**src/rtl/core/spq_pkg.sv**
```systemverilog
package spq_pkg;

	// number of cells in the chain
	localparam int DEPTH = 64;
	// entry count must hold DEPTH itself
	localparam int CNT_W = $clog2(DEPTH + 1);
	localparam int OCC_W = 7;
	localparam int VAL_W = 32;
	localparam int PRI_W = 8;

	localparam logic [1:0] OP_ENQUEUE = 2'd0;
	localparam logic [1:0] OP_DEQUEUE = 2'd1;
	localparam logic [1:0] OP_PEEK    = 2'd2;

	localparam logic [1:0] ST_OK    = 2'd0;
	localparam logic [1:0] ST_FULL  = 2'd1;
	localparam logic [1:0] ST_EMPTY = 2'd2;

	typedef struct packed {
		logic               valid;
		logic [VAL_W-1:0]   value;
		logic [PRI_W-1:0]   prio;
	} entry_t;

	// broadcast to every cell
	typedef struct packed {
		logic               ins;
		logic               rem;
		logic [VAL_W-1:0]   value;
		logic [PRI_W-1:0]   prio;
	} cell_ctl_t;

endpackage

```
**src/rtl/core/spq_cell.sv**
```systemverilog
module spq_cell
	import spq_pkg::*;
(
	input  logic      clk,
	input  logic      arst_n,
	input  cell_ctl_t ctl,
	input  entry_t    left_ent,
	input  logic      left_go,
	input  entry_t    right_ent,
	output entry_t    ent,
	output logic      go
);

	logic             valid_q;
	logic [VAL_W-1:0] value_q;
	logic [PRI_W-1:0] prio_q;

	// new word lands here or further left; ties stay ahead
	assign go  = !valid_q || (prio_q < ctl.prio);
	assign ent = {valid_q, value_q, prio_q};

	always_ff @(posedge clk or negedge arst_n) begin
		if (!arst_n) begin
			valid_q <= 1'b0;
		end else if (ctl.ins) begin
			if (left_go) begin
				valid_q <= left_ent.valid;
			end else if (go) begin
				valid_q <= 1'b1;
			end
		end else if (ctl.rem) begin
			valid_q <= right_ent.valid;
		end
	end

	always_ff @(posedge clk) begin
		if (ctl.ins) begin
			if (left_go) begin
				value_q <= left_ent.value;
				prio_q  <= left_ent.prio;
			end else if (go) begin
				value_q <= ctl.value;
				prio_q  <= ctl.prio;
			end
		end else if (ctl.rem) begin
			value_q <= right_ent.value;
			prio_q  <= right_ent.prio;
		end
	end

endmodule

```
**config.mk**
```make
export PLATFORM = sky130hd
export DESIGN_NAME = spq_cell
export DESIGN_NICKNAME = d
export VERILOG_FILES = /design/src/rtl/core/spq_pkg.sv /design/src/rtl/core/spq_cell.sv
export SDC_FILE = /design/constraint.sdc
export NUM_CORES = 1
export LEC_CHECK = 0
export BUFFER_PORTS_ARGS = -buffer_cell sky130_fd_sc_hd__buf_2
export CAP_MARGIN = 10
export CORE_MARGIN = 2
export CORE_UTILIZATION = 44
export DETAILED_ROUTE_END_ITERATION = 6
export GPL_ROUTABILITY_DRIVEN = 0
export PLACE_DENSITY = 0.87
export REMOVE_ABC_BUFFERS = 1
export SETUP_SLACK_MARGIN = 0.3
export SYNTH_ARGS = -nofsm -noshare
export SYNTH_HDL_FRONTEND = slang
export SYNTH_SLANG_ARGS = --single-unit
```
**constraint.sdc**
```tcl
create_clock -name clk -period 6.2 [get_ports clk]
set_input_delay 0.62 -clock clk [delete_from_list [all_inputs] [get_ports clk]]
set_output_delay 0.62 -clock clk [all_outputs]
set_load 0.1 [all_outputs]
```
# Word level (Yosys, flattened, before mapping)
# Cells that the tools add are included.
dict set report op_classes {
  mux 12
  eq_ne 1
  magnitude_cmp 1
  n_reduce_logical 4
}
# cell count
set op_table {}
lappend op_table {{$mux 32} 4}
lappend op_table {{$mux 8} 4}
lappend op_table {{$lt 8x8->1} 1}
lappend op_table {{$mux 1} 4}
lappend op_table {{$ne 3x1->1 const B} 1}
lappend op_table {{$reduce_and 2->1} 1}
lappend op_table {{$reduce_bool 2->1} 1}
lappend op_table {{$logic_not 1->1} 1}
lappend op_table {{$logic_or 1x1->1} 1}
dict set report totals {
  reg_bits 41
  out_inout_bits 42
  elab_cells 21
}

# Longest topological paths before layout
# Gate-level depths: netlist (run 1).
dict set report logic_depth {
  word_depth 5
  mapped_depth 6
  mapped_depth_nobuf 6
}

# Least setup slack after synthesis (run 1)
# OpenSTA, ideal clock, no wires.
dict set report synth_timing {
  path_kind {register -> register}
  from {register prio_q[2]}
  to {register prio_q[0], enable pin}
  path_stages_with_launch 6
  setup_slack_ns 1.927
  arrival_time_ns 3.822
  cell_sequence {edfxtp_1 ha_1 a211o_1 a31oi_1 o221ai_2 a21oi_1}
}
dict set report synth_between {
  elab_chain_len 4
}
# element line
set synth_rtl {}
lappend synth_rtl {{from (decl)} spq_cell.sv:16} ;# logic [PRI_W-1:0] prio_q;
lappend synth_rtl {{from (signal assigned)} spq_cell.sv:40} ;# prio_q <= left_ent.prio;
lappend synth_rtl {{from (signal assigned)} spq_cell.sv:43} ;# prio_q <= ctl.prio;
lappend synth_rtl {{from (signal assigned)} spq_cell.sv:47} ;# prio_q <= right_ent.prio;
lappend synth_rtl {{$lt 8x8->1} spq_cell.sv:19} ;# assign go = !valid_q || (prio_q < ctl.prio);
lappend synth_rtl {{$logic_or 1x1->1} spq_cell.sv:19}
lappend synth_rtl {{$ne 3x1->1 (no source line)} -}
lappend synth_rtl {{$reduce_and 2->1 (no source line)} -}
# Every way passes these cells.
# A chain may end at the register's enable or synchronous reset.

# Final worst setup path (run 1)
dict set report layout_timing {
  from {input ctl[2] (netlist name)}
  to {output go}
}
dict set report layout_between {
  elab_chain_len 2
}
# element line
set layout_rtl {}
lappend layout_rtl {{from (decl)} spq_cell.sv:6} ;# input cell_ctl_t ctl,
lappend layout_rtl {{$lt 8x8->1} spq_cell.sv:19}
lappend layout_rtl {{$logic_or 1x1->1} spq_cell.sv:19}
lappend layout_rtl {{to (decl)} spq_cell.sv:11} ;# output logic go
# Every way passes these cells.

==> results of run 1 <==
[flip-flops by register name, summed over array words and instances (netlist names)]
register,cells
value_q,32
prio_q,8
valid_q,1
[critical path: cells and delay by family]
family	cells	cell delay, ns
AO/OA/AOI/OAI	3	0.60
adder cells (fa/ha/maj)	1	0.29
AND/OR/NAND/NOR	1	0.09
buffers and inverters	3	0.55
[cell usage after synthesis (2+ instances only)]
library cell | number | area share, %
buf_2 | 5 | 1.1
nand2_1 | 5 | 0.82
inv_1 | 7 | 1.1
a21oi_1 | 43 | 9.4
mux2i_1 | 40 | 17
buf_1 | 2 | 0.33
buf_6 | 4 | 2.0
ha_1 | 7 | 3.8
edfxtp_1 | 40 | 52
clkbuf_1 | 3 | 0.49
nor2_1 | 43 | 7.0
[kinds of logic (layout without fill, tap and decap cells)]
logic type	Yosys count	count (layout)	share of synthesized area (%)
muxes	41	41	17.9
DFF	41	41	53.3
adders and majority gates	7	7	3.81
AOI/OAI and AO/OA	47	47	11.0
and+or+nand+nor	50	50	8.60
buffers and inverters	22	186	5.33
[report_power, final]
part | switching (mW) | total, mW | leakage (nW) | internal, mW
registers | 0.00860 | 0.349 | 0.406 | 0.341
logic | 0.283 | 0.362 | 1.17 | 0.0788
clock network | 0.0857 | 0.217 | 0.0585 | 0.131
[through the flow]
stage,hold slack (ns),std cells,cell area [sq um]
2_1_floorplan,0.324,193,2200
3_3_place_gp,0.397,434,3170
3_5_place_dp,0.397,434,3170
4_1_cts,0.0799,442,3280
5_1_grt,0.0692,442,3280
6_report,0.0933,442,3280
[per-layer routing]
metal / up-vias / wire, um / global-route usage [%]
met5: - / 0 / 0
met4: 0 / 95 / 9.09
met3: 9 / 489 / 6.16
met2: 97 / 3000 / 37.1
met1: 944 / 1990 / 18.6
li1: 1078 / - / -
[how the worst max path moves through the flow]
stage	to	slack (ns)	depth (start not counted)	start
floorplan	prio_q[0]$_DFFE_PP_	1.93	5	prio_q[2]$_DFFE_PP_
CTS	go	3.43	8	ctl[2]
global placement	go	3.43	8	ctl[2]
global route	go	3.34	8	ctl[2]
finish	go	3.44	8	ctl[2]
detailed placement	go	3.43	8	ctl[2]
[layout make-up]
class	count	area, sq um
flip-flops and latches	41	1230
repair buffers	171	863
well taps	70	87.6
clock inverters	1	30.0
clock buffers	7	86.3
fillers	422	1790
inverters	7	26.3
multi-input cells	145	962
==> metrics list, run 1 <==
* Result of the run: finished, final reports clean
* Number of different library cells in the post-synthesis netlist: 20
* Die outline width: 76.3 um
- The worst path in the final design needs a cycle of 2.76 ns, including I/O delays and setup.
- The endpoint identified for the worst register-to-register timing path is prio_q[7]$_DFFE_PP_.
* Part of the Yosys area used for sequential elements: 53.3%
* Most common cell after layout, fill and taps aside: buf_2
- In the final timing run, aggregate negative setup slack is 0 ns.
- In the synthesized netlist the async set-or-reset flop fraction comes to 2.44%.
- Setup repair after global routing left no endpoint under its margin.
* Achievable Freq: 0.362 GHz
- The worst pin sits at a relative slew slack of 49.5%.
- In this run the remaining antenna-violating nets after routing total 0.
- Entering global routing, the biggest net connects 85 pins.
- Pre-CTS worst setup slack: 3.43 ns
- Max Transition Viols Final: 0
* Number of enable-type register cells in the synthesized netlist: 40
* Post-Syn Instances: 208
* Initial Util: 45.3%
* Startpoint of the worst register-to-register path: prio_q[2]$_DFFE_PP_
- Hold-fix buffers at CTS: 0
* Clock transition at the register clock pins on the worst setup and hold paths after CTS: 0.07 ns
- On the final layout, the worst clock skew is 0.000983 ns.
- Cts bufs inserted: 5
- Number of gates resized after CTS: 0
- At the worst endpoint, the required time is 5.58 ns.
- Max-cap check violation count: 0
- Setup violations remaining at the end of the flow were counted as 0.
- Deepest level of the CTS H-tree: 2
- Die outline height: 76.3 um
* Most frequent cell on the critical path: buf_2
- In this run the tool buffered the top-level ports with 168 buffer cells.
- Commonest cells after routing, fill and taps aside: 168 x buf_2, 43 x nor2_1, 42 x a21oi_1
* Via count of the first global-routing pass: 2120
- The detailed router finished its first iteration with 69 violations.
* Critical path peak fanout: 2
* Diodes inserted: 0
- The signal on the critical path passes through buf_2 -> inv_1 -> ha_1 -> a211o_1 -> a31oi_1 -> o221ai_2 -> nand2_1 -> buf_2.
* Least-Margin Pin Slew: 0.757 ns
* Post-Synthesis Cell Area: 2300 sq um
* Critical Path Start Type: input pin
* Clock root buffer master: clkbuf_8
- The number of antenna violations at the first check in global routing came to 0.
- The number of setup buffers added after CTS is 0.
- TritonCTS built the clock tree.
* IO Pins: 169
- Core Rows: 26
- Wirelength, routed: 5570 um
- Core Area: 5070 sq um
* Proportion of layout cells with a drive suffix above 1: 48.7%
- Global-route wire length before repair: 8920 um
* Setup crit end kind: output port
* Number of nets in the final layout: 505
- Library cell contributing the largest single delay on the critical path: buf_2
- Final hold violation count: 0
- Post-route total power: 0.928 mW
- Avg WL per Cell: 12.6 um
- # clock sinks: 41
* Mean instance size in the synthesized netlist: 11.1 sq um
- Via-to-Cell Ratio: 4.81
* Longest individual stage delay on the worst path: 0.42 ns
* Cells on worst reg2reg path: 6
* Slack of the worst reg-to-reg path: 3.95 ns
- The area growth from synthesis to layout is 42.7%.
- In this run the static leakage power is 1.64 nW.
* Number of synthesized register bits: 41
- The die covers 5820 sq um.
- Number of warnings reported in the yosys synthesis log: 0
- Share of the core filled with cells in the final layout: 64.7%
- Leading register cell type out of synthesis: edfxtp_1
- The clock passes through at most 2 buffers.
- Final period util: 44.5%
- Drt pass-1 iters: 4
- The tightest min-delay check is of the input pin to async pin type.
- After detailed routing, the number of remaining DRC violations is 0.
* Worst Path Arrival: 2.14 ns
* Global routing usage summed across all routing layers: 19.4%
* Clock Latency Late Sink: 0.28 ns
- The routed layout has 2128 vias.
- Kind of critical path: input pin to output port
- The total overflow left after global routing is 0.
- Across the VDD grid, the largest voltage drop is 0.205 mV.
* Total power density per cell area: 283 nW/um^2
- In the post-route analysis, the smallest setup slack over all paths is 3.44 ns.
- Once detailed placement completed, the half-perimeter wirelength came to 4390 um.
No activity file was read; power rests on OpenSTA's default activity.
==> run 2: changes to the inputs <==
CORE_UTILIZATION = 41   (was 44)
PLACE_DENSITY = 0.82   (was 0.87)
clock period = 2.8 ns   (was 6.2 ns; I/O delays follow)
==> run 2 against run 1 <==
  * Total power rose by 110%
  * Clock skew rose by 0.0068 ns
  * Routed wire length fell by 0.16%
  * Non-clock buffer count rose by 2
  * Register-to-register slack got worse by 3.2 ns
  * Worst hold slack improved by 0.13 ns
  * Sequential cell count did not move
==> metrics list, run 2 (synthesis results as in run 1) <==
* Setup repair after global routing missed its margin: no (unchanged)
- Die outline width: 78.9 um (was 76.3 um)
* Crit path time final: 2.34 ns
- Top sig layer: met4 (unchanged)
* Final hold violation count: 0 (unchanged)
- The number of placement rows was 27 (was 26).
- The met2 routed wirelength was 2900 um (was 3000 um).
* Clock Path Buffers: 2 (unchanged)
- The half-perimeter wire length after detailed placement came to 4440 um (was 4390 um).
- # clock sinks: 41 (unchanged)
- The clock transition at the registers of the reported paths came to 0.07 ns (about the same).
- The share of layout cells above drive strength 1 was 48.3% (was 48.7%).
* CP Cell Sequence: ha_1 -> a211o_1 -> a31oi_1 -> o221ai_2 -> nand2_1 -> buf_2 (was buf_2 -> inv_1 -> ha_1 -> a211o_1 -> a31oi_1 -> o221ai_2 -> nand2_1 -> buf_2)
- Wire length on met3: 457 um (was 489 um)
* Commonest cells after routing, fill and taps aside: 168 x buf_2, 43 x nor2_1, 42 x a21oi_1 (unchanged)
- Global-route wire length before repair: 8450 um (was 8920 um)
- The post-place setup slack came to 0.713 ns (was 3.43 ns).
- Least-Margin Pin Slew: 0.615 ns (was 0.757 ns)
* Critical path peak fanout: 2 (unchanged)
- The max-cap check violation count is 0 (unchanged).
- The kind of start point of the critical path was a flop (was input pin).
* Via count of the first global-routing pass: 1956 (was 2120)
- After layout, the worst path uses 83.5% of the clock period.
- The die footprint came to 6220 sq um (was 5820 sq um).
- Cts bufs inserted: 5 (unchanged)
- Sequential share of power: 40.2% (was 37.7%)
- Wirelength, routed: 5560 um (was 5570 um)
- Met1 WL: 2150 um (was 1990 um)
- IO Pins: 169 (unchanged)
- Max Transition Viols Final: 0 (unchanged)
* Share of the core filled with cells in the final layout: 59.8% (was 64.7%)
* Core Area: 5470 sq um (was 5070 sq um)
- The cell leakage power is 1.63 nW (was 1.64 nW).
* IO buf count: 168 (unchanged)
- The average via count per standard cell was 4.78 (was 4.81).
* Final count of negative-setup-slack endpoints: 0 (unchanged)
* Diodes inserted: 0 (unchanged)
- The clock insertion delay at the later pin of the skew report came to 0.28 ns (about the same).
- Number of nets in the final layout: 507 (was 505)
- Worst-case vdd ir drop: 0.308 mV (was 0.205 mV)
- Largest Register: value_q (unchanged)
- The number of iterations in the first detailed-routing pass is 4 (unchanged).
- The path type of the worst min-delay path is input pin to flop (was input pin to async pin).
- The detail-routed net length per standard cell came to 12.5 um (was 12.6 um).
* Setup crit end kind: output port (unchanged)
- The depth of the CTS H-tree is 2 (unchanged).
* Layout overhead on the synthesized area: 42.4% (was 42.7%)
- Total power density per cell area: 588 nW/um^2 (was 283 nW/um^2)
- The pin count of the biggest net entering global routing is 69 (was 85).
* Required time worst endpoint: 2.52 ns (was 5.58 ns)
- Initial Util: 42.0% (was 45.3%)
- The worst stage delay on the critical path was 0.42 ns (about the same).
- Sw Pwr: 0.823 mW (was 0.377 mW)
* Die outline height: 78.9 um (was 76.3 um)
- Worst Path Arrival: 2.06 ns (was 2.14 ns)
- Achievable Freq: 0.428 GHz
* Most common cell after layout, fill and taps aside: buf_2 (unchanged)
- Max FFs per register: 32 (unchanged)
* Clock root buffer master: clkbuf_8 (unchanged)
- The fraction of power consumed by the clock network was 17.8% (was 23.4%).
- The overall via count from detail_route came to 2127 (was 2128).
- Final antenna-violating net count: 0 (unchanged)
* Library cell contributing the largest single delay on the critical path: buf_2 (unchanged)
- Worst-case setup margin in the final layout: 0.463 ns (was 3.44 ns)
- DRC viols: 0 (unchanged)
- Worst-case headroom to the max-slew limit: 59.0% (was 49.5%)
- The number of antenna violations at the first check in global routing came to 0 (unchanged).
* Net Sw Frac: 42.8% (was 40.6%)
- Setup Skew: 0.00774 ns (was 0.000983 ns)
- Int Pwr: 1.10 mW (was 0.551 mW)
- Kind of critical path: flop to output port (was input pin to output port)
- Post-route total power: 1.92 mW (was 0.928 mW)
* Starting DRC count in detailed routing: 41 (was 69)
* Global routing usage summed across all routing layers: 17.6% (was 19.4%)
- The fraction of power consumed by combinational cells was 42.0% (was 39.0%).
- Number of post-CTS setup repair buffers: 0 (unchanged)
* Worst hold slack: 0.228 ns (was 0.0933 ns)
- Result of the run: finished, final reports clean (unchanged)
- The CTS tree is done (unchanged).
- Largest registers: value_q (32), prio_q (8), valid_q (1) (unchanged).
* Total congestion overflow after global routing: 0 (unchanged)
==> run 2: worst max-delay path: cells and delay by family, from the launching register on <==
| kind | cells | cell delay [ns] |
|---|---|---|
| AOI/OAI and AO/OA | 3 | 0.58 |
| adders and majority gates | 1 | 0.30 |
| buffers and inverters | 1 | 0.42 |
| DFF | 1 | 0.38 |
| and+or+nand+nor | 1 | 0.09 |
==> run 2: final timing paths <==
path	start	endpoint	slack (ns)	cells after the start
max	prio_q[2]$_DFFE_PP_	go	0.46	6
min	left_ent[40]	valid_q$_DFFE_PN0P_	0.23	2
max reg2reg	prio_q[2]$_DFFE_PP_	value_q[28]$_DFFE_PP_	0.79	6
min reg2reg	valid_q$_DFFE_PN0P_	valid_q$_DFFE_PN0P_	0.69	2
max in group asynchronous	arst_n	valid_q$_DFFE_PN0P_	2.41	2
min in group asynchronous	arst_n	valid_q$_DFFE_PN0P_	0.31	2
==> run 2: layout make-up <==
cell class	instances	area, sq um
fill	492	2200
clock inverter	1	3.75
clock buffer	6	72.6
multi-input combinational	145	962
timing repair buffer	173	893
sequential	41	1230
inverter	7	26.3
tap	72	90.1
==> run 2: repair_timing <==
item	CTS	global route
hold buffers	1	0
gates resized for setup	0	0
hold endpoints to repair	1	0
endpoints found under the setup margin	0	0
==> run 2: routing by layer <==
metal  track usage, %  vias up
met5                0        -
met4             5.69        0
met3             5.11        7
met2             34.0       92
met1             18.1      946
li1                 -     1082
==> run 2: through the flow <==
stage,cell area [sq um],cells,setup TNS [ns]
5_1_grt,3270,445,0
3_3_place_gp,3190,437,0
3_5_place_dp,3190,437,0
4_1_cts,3270,445,0
2_1_floorplan,2200,193,-58.91
6_report,3270,445,0
==> run 2: power groups by stage <==
| stage | Combinational (mW) | Sequential, mW | Clock [mW] |
|---|---|---|---|
| final | 0.808 | 0.773 | 0.344 |
| after global routing | 0.849 | 0.780 | 0.380 |
| after CTS | 0.814 | 0.774 | 0.360 |
| after detailed placement | 0.812 | 0.787 | 0 |
| after global placement | 0.801 | 0.782 | 0 |
| after floorplan | 0.139 | 1.25 | 0 |
==> run 3: changes to the inputs <==
CORE_UTILIZATION = 37   (was 41)
PLACE_DENSITY = 0.78   (was 0.82)
clock period = 1.9 ns   (was 2.8 ns; I/O delays follow)
==> run 3 against run 2 <==
  * The flow now finishes with violations (setup timing)
  * Highest routed layer unchanged
  * Register-to-register slack lost 1.0 ns
  * Critical endpoint is now value_q[15]$_DFFE_PP_
  * Sequential cell count unchanged
  * Critical path type is now flop to flop
  * Sequential share of layout area shrank 2.7 points
  * Clock-buffer cell count did not move
  * Sequential power grew 47%
  * First-iteration DRC count rose by 41%
==> metrics list, run 3 (synthesis results as in run 1) <==
* Pre-CTS worst setup slack: -0.126 ns (was 0.713 ns)
- The final wirelength is 6180 um (was 5560 um).
- Cts bufs inserted: 5 (unchanged)
- Critical path peak fanout: 10 (was 2)
- The final worst clock skew is 0.00673 ns (was 0.00774 ns).
* Clock transition at the register clock pins on the worst setup and hold paths after CTS: 0.08 ns (was 0.07 ns)
- The number of antenna violations at the first check in global routing came to 0 (unchanged).
* Via-to-Cell Ratio: 4.75 (was 4.78)
* Metal2 WL: 3300 um (was 2900 um)
- Proportion of layout cells with a drive suffix above 1: 51.8% (was 48.3%)
- The area added between synthesis and finish is 53.6% (was 42.4%).
* IO buf count: 168 (unchanged)
* Final antenna-violating net count: 0 (unchanged)
* Summed negative setup slack over all endpoints: -9.84 ns (was 0 ns)
- The detail-routed net length per standard cell is 13.4 um (was 12.5 um).
- The number of failing hold endpoints at the final stage was 0 (unchanged).
- Commonest cells after routing, fill and taps aside: 167 x buf_2, 43 x nor2_1, 42 x a21oi_1 (was 168 x buf_2, 43 x nor2_1, 42 x a21oi_1).
* Pin count of the biggest net entering global routing: 49 (was 69)
- Die outline width: 82.8 um (was 78.9 um)
- The largest vdd supply drop is 0.482 mV (was 0.308 mV).
- The multi-input logic area was 1020 sq um (was 962 sq um).
- The die footprint is 6860 sq um (was 6220 sq um).
* Wire length on met3: 464 um (was 457 um)
- The number of flip-flops under the largest register name is 32 (unchanged).
- The starting density of the core was 38.6% (was 42.0%).
* Clock Latency Late Sink: 0.29 ns (was 0.28 ns)
- Detail Placement HPWL: 4850 um (was 4440 um)
- Number of fill cells in the layout: 528 (was 492)
- The cell leakage power was 1.74 nW (was 1.63 nW).
* Final count of negative-setup-slack endpoints: 41 (was 0)
* Result of the run: finished, violations left (was finished, final reports clean)
* Number of nets in the final layout: 519 (was 507)
- The I/O pin total is 169 (unchanged).
- Global-route wire length before repair: 9910 um (was 8450 um)
- The wire length on met1 came to 2320 um (was 2150 um).
* DRC viols: 0 (unchanged)
- Via count of the first global-routing pass: 2253 (was 1956)
- The arrival time of data at the critical path endpoint came to 2.16 ns (was 2.06 ns).
- Final period util: 114%
* Worst-case setup margin in the final layout: -0.258 ns (was 0.463 ns)
* Core Area: 5960 sq um (was 5470 sq um)
- Critical Path Start Type: flop (unchanged)
- The count of clock tree sinks is 41 (unchanged).
* Kind of critical path: flop to flop (was flop to output port)
- The register cell area after layout is 1230 sq um (unchanged).
- Drt pass-1 iters: 3 (was 4)
* Deepest level of the CTS H-tree: 2 (unchanged)
- Achievable Freq: 0.463 GHz
* Least-Margin Pin Slew: 0.517 ns (was 0.615 ns)
- The kind of end point of the critical path is a flop (was output port).
- Clock root buffer master: clkbuf_8 (unchanged)
* Setup repair after global routing missed its margin: yes (was no)
* Total congestion overflow after global routing: 0 (unchanged)
* Crit path time final: 2.16 ns
- The maximum buffer depth of the clock tree is 2 (unchanged).
* Worst-case headroom to the max-slew limit: 65.7% (was 59.0%)
- Top sig layer: met4 (unchanged)
* Diodes inserted: 0 (unchanged)
* Starting DRC count in detailed routing: 58 (was 41)
* Total number of vias: 2189 (was 2127)
* Largest registers: value_q (32), prio_q (8), valid_q (1) (unchanged)
* Clock tree from TritonCTS: done (unchanged)
- The max-cap check violation count is 0 (unchanged).
* Violations in the final reports: setup timing
- The endpoint required time on the critical path is 1.91 ns (was 2.52 ns).
- The most common library cell in the layout ignoring fill and taps is buf_2 (unchanged).
- The number of placement rows was 28 (was 27).
- Largest Register: value_q (unchanged)
* Global routing usage summed across all routing layers: 17.8% (was 17.6%)
- Die outline height: 82.8 um (was 78.9 um)
* Max Transition Viols Final: 0 (unchanged)
* Share of the core filled with cells in the final layout: 59.3% (was 59.8%)
* Worst min-delay path class: input pin to flop (unchanged)
- The areal power density over the cells is 852 nW/um^2 (was 588 nW/um^2).
## run 3: cell count changes in the layout (fill, tap and decap cells not counted), moves of 2 or more
cell,previous run,this run
ha_4,0,2
ha_1,7,5
nand2_2,0,3
buf_12,1,3
buf_16,0,2
buf_6,0,4
nand2_1,5,2
clkinv_2,0,2
buf_4,3,7
## run 3: worst max-delay path, cell delays in order, from the launching register on
cell and delay, ns:
edfxtp_1 0.44, ha_4 0.24, a211o_1 0.29, a31oi_4 0.17
o221ai_4 0.14, buf_6 0.15, a21oi_4 0.14, buf_6 0.17
buf_12 0.13
## run 3: per-layer routing
layer  vias up  track usage [%]
met3        10             5.07
met2        96             33.6
li1       1104                -
met5         -                0
met1       979             18.3
met4         0             6.86
## run 3: what timing repair did
action	CTS	global route
hold buffers	1	0
gates resized for setup	11	2
setup endpoints to repair	41	41
pin swaps	5	2
endpoints found under the hold margin	1	0
gates cloned	2	2
buffers inserted	4	1
## run 3: cell type report
| cell class | count | area share, % |
|---|---|---|
| clock buffer | 6 | 2.05 |
| clock inverter | 2 | 0.283 |
| inverter | 7 | 0.744 |
| multi-input combinational | 145 | 28.9 |
| sequential | 41 | 34.7 |
| tap | 75 | 2.66 |
| timing repair buffer | 185 | 30.7 |
## run 3: report_power, final
group	internal [mW]	leakage, nW	total, mW	switching (mW)
sequential	1.11	0.406	1.14	0.0303
clock	0.255	0.0450	0.544	0.289
combinational	0.357	1.29	1.33	0.968
total	1.72	1.74	3.01	1.29
## run 3: worst paths after layout
| check | start | to | slack, ns | cells after the start |
|---|---|---|---|---|
| max | prio_q[2]$_DFFE_PP_ | value_q[15]$_DFFE_PP_ | -0.26 | 8 |
| min | left_ent[40] | valid_q$_DFFE_PN0P_ | 0.13 | 2 |
| max reg2reg | prio_q[2]$_DFFE_PP_ | value_q[15]$_DFFE_PP_ | -0.26 | 8 |
| min reg2reg | valid_q$_DFFE_PN0P_ | valid_q$_DFFE_PN0P_ | 0.72 | 2 |
| max in group asynchronous | arst_n | valid_q$_DFFE_PN0P_ | 1.61 | 2 |
| min in group asynchronous | arst_n | valid_q$_DFFE_PN0P_ | 0.21 | 2 |
## run 3: stage by stage
stage	hold slack, ns	area, sq um	instances	power [mW]
2_1_floorplan	-0.106	2200	193	2.04
3_3_place_gp	-0.0331	3240	443	2.36
3_5_place_dp	-0.0323	3240	443	2.39
4_1_cts	0.121	3480	458	3.02
5_1_grt	0.136	3530	461	3.14
6_report	0.131	3530	461	3.01
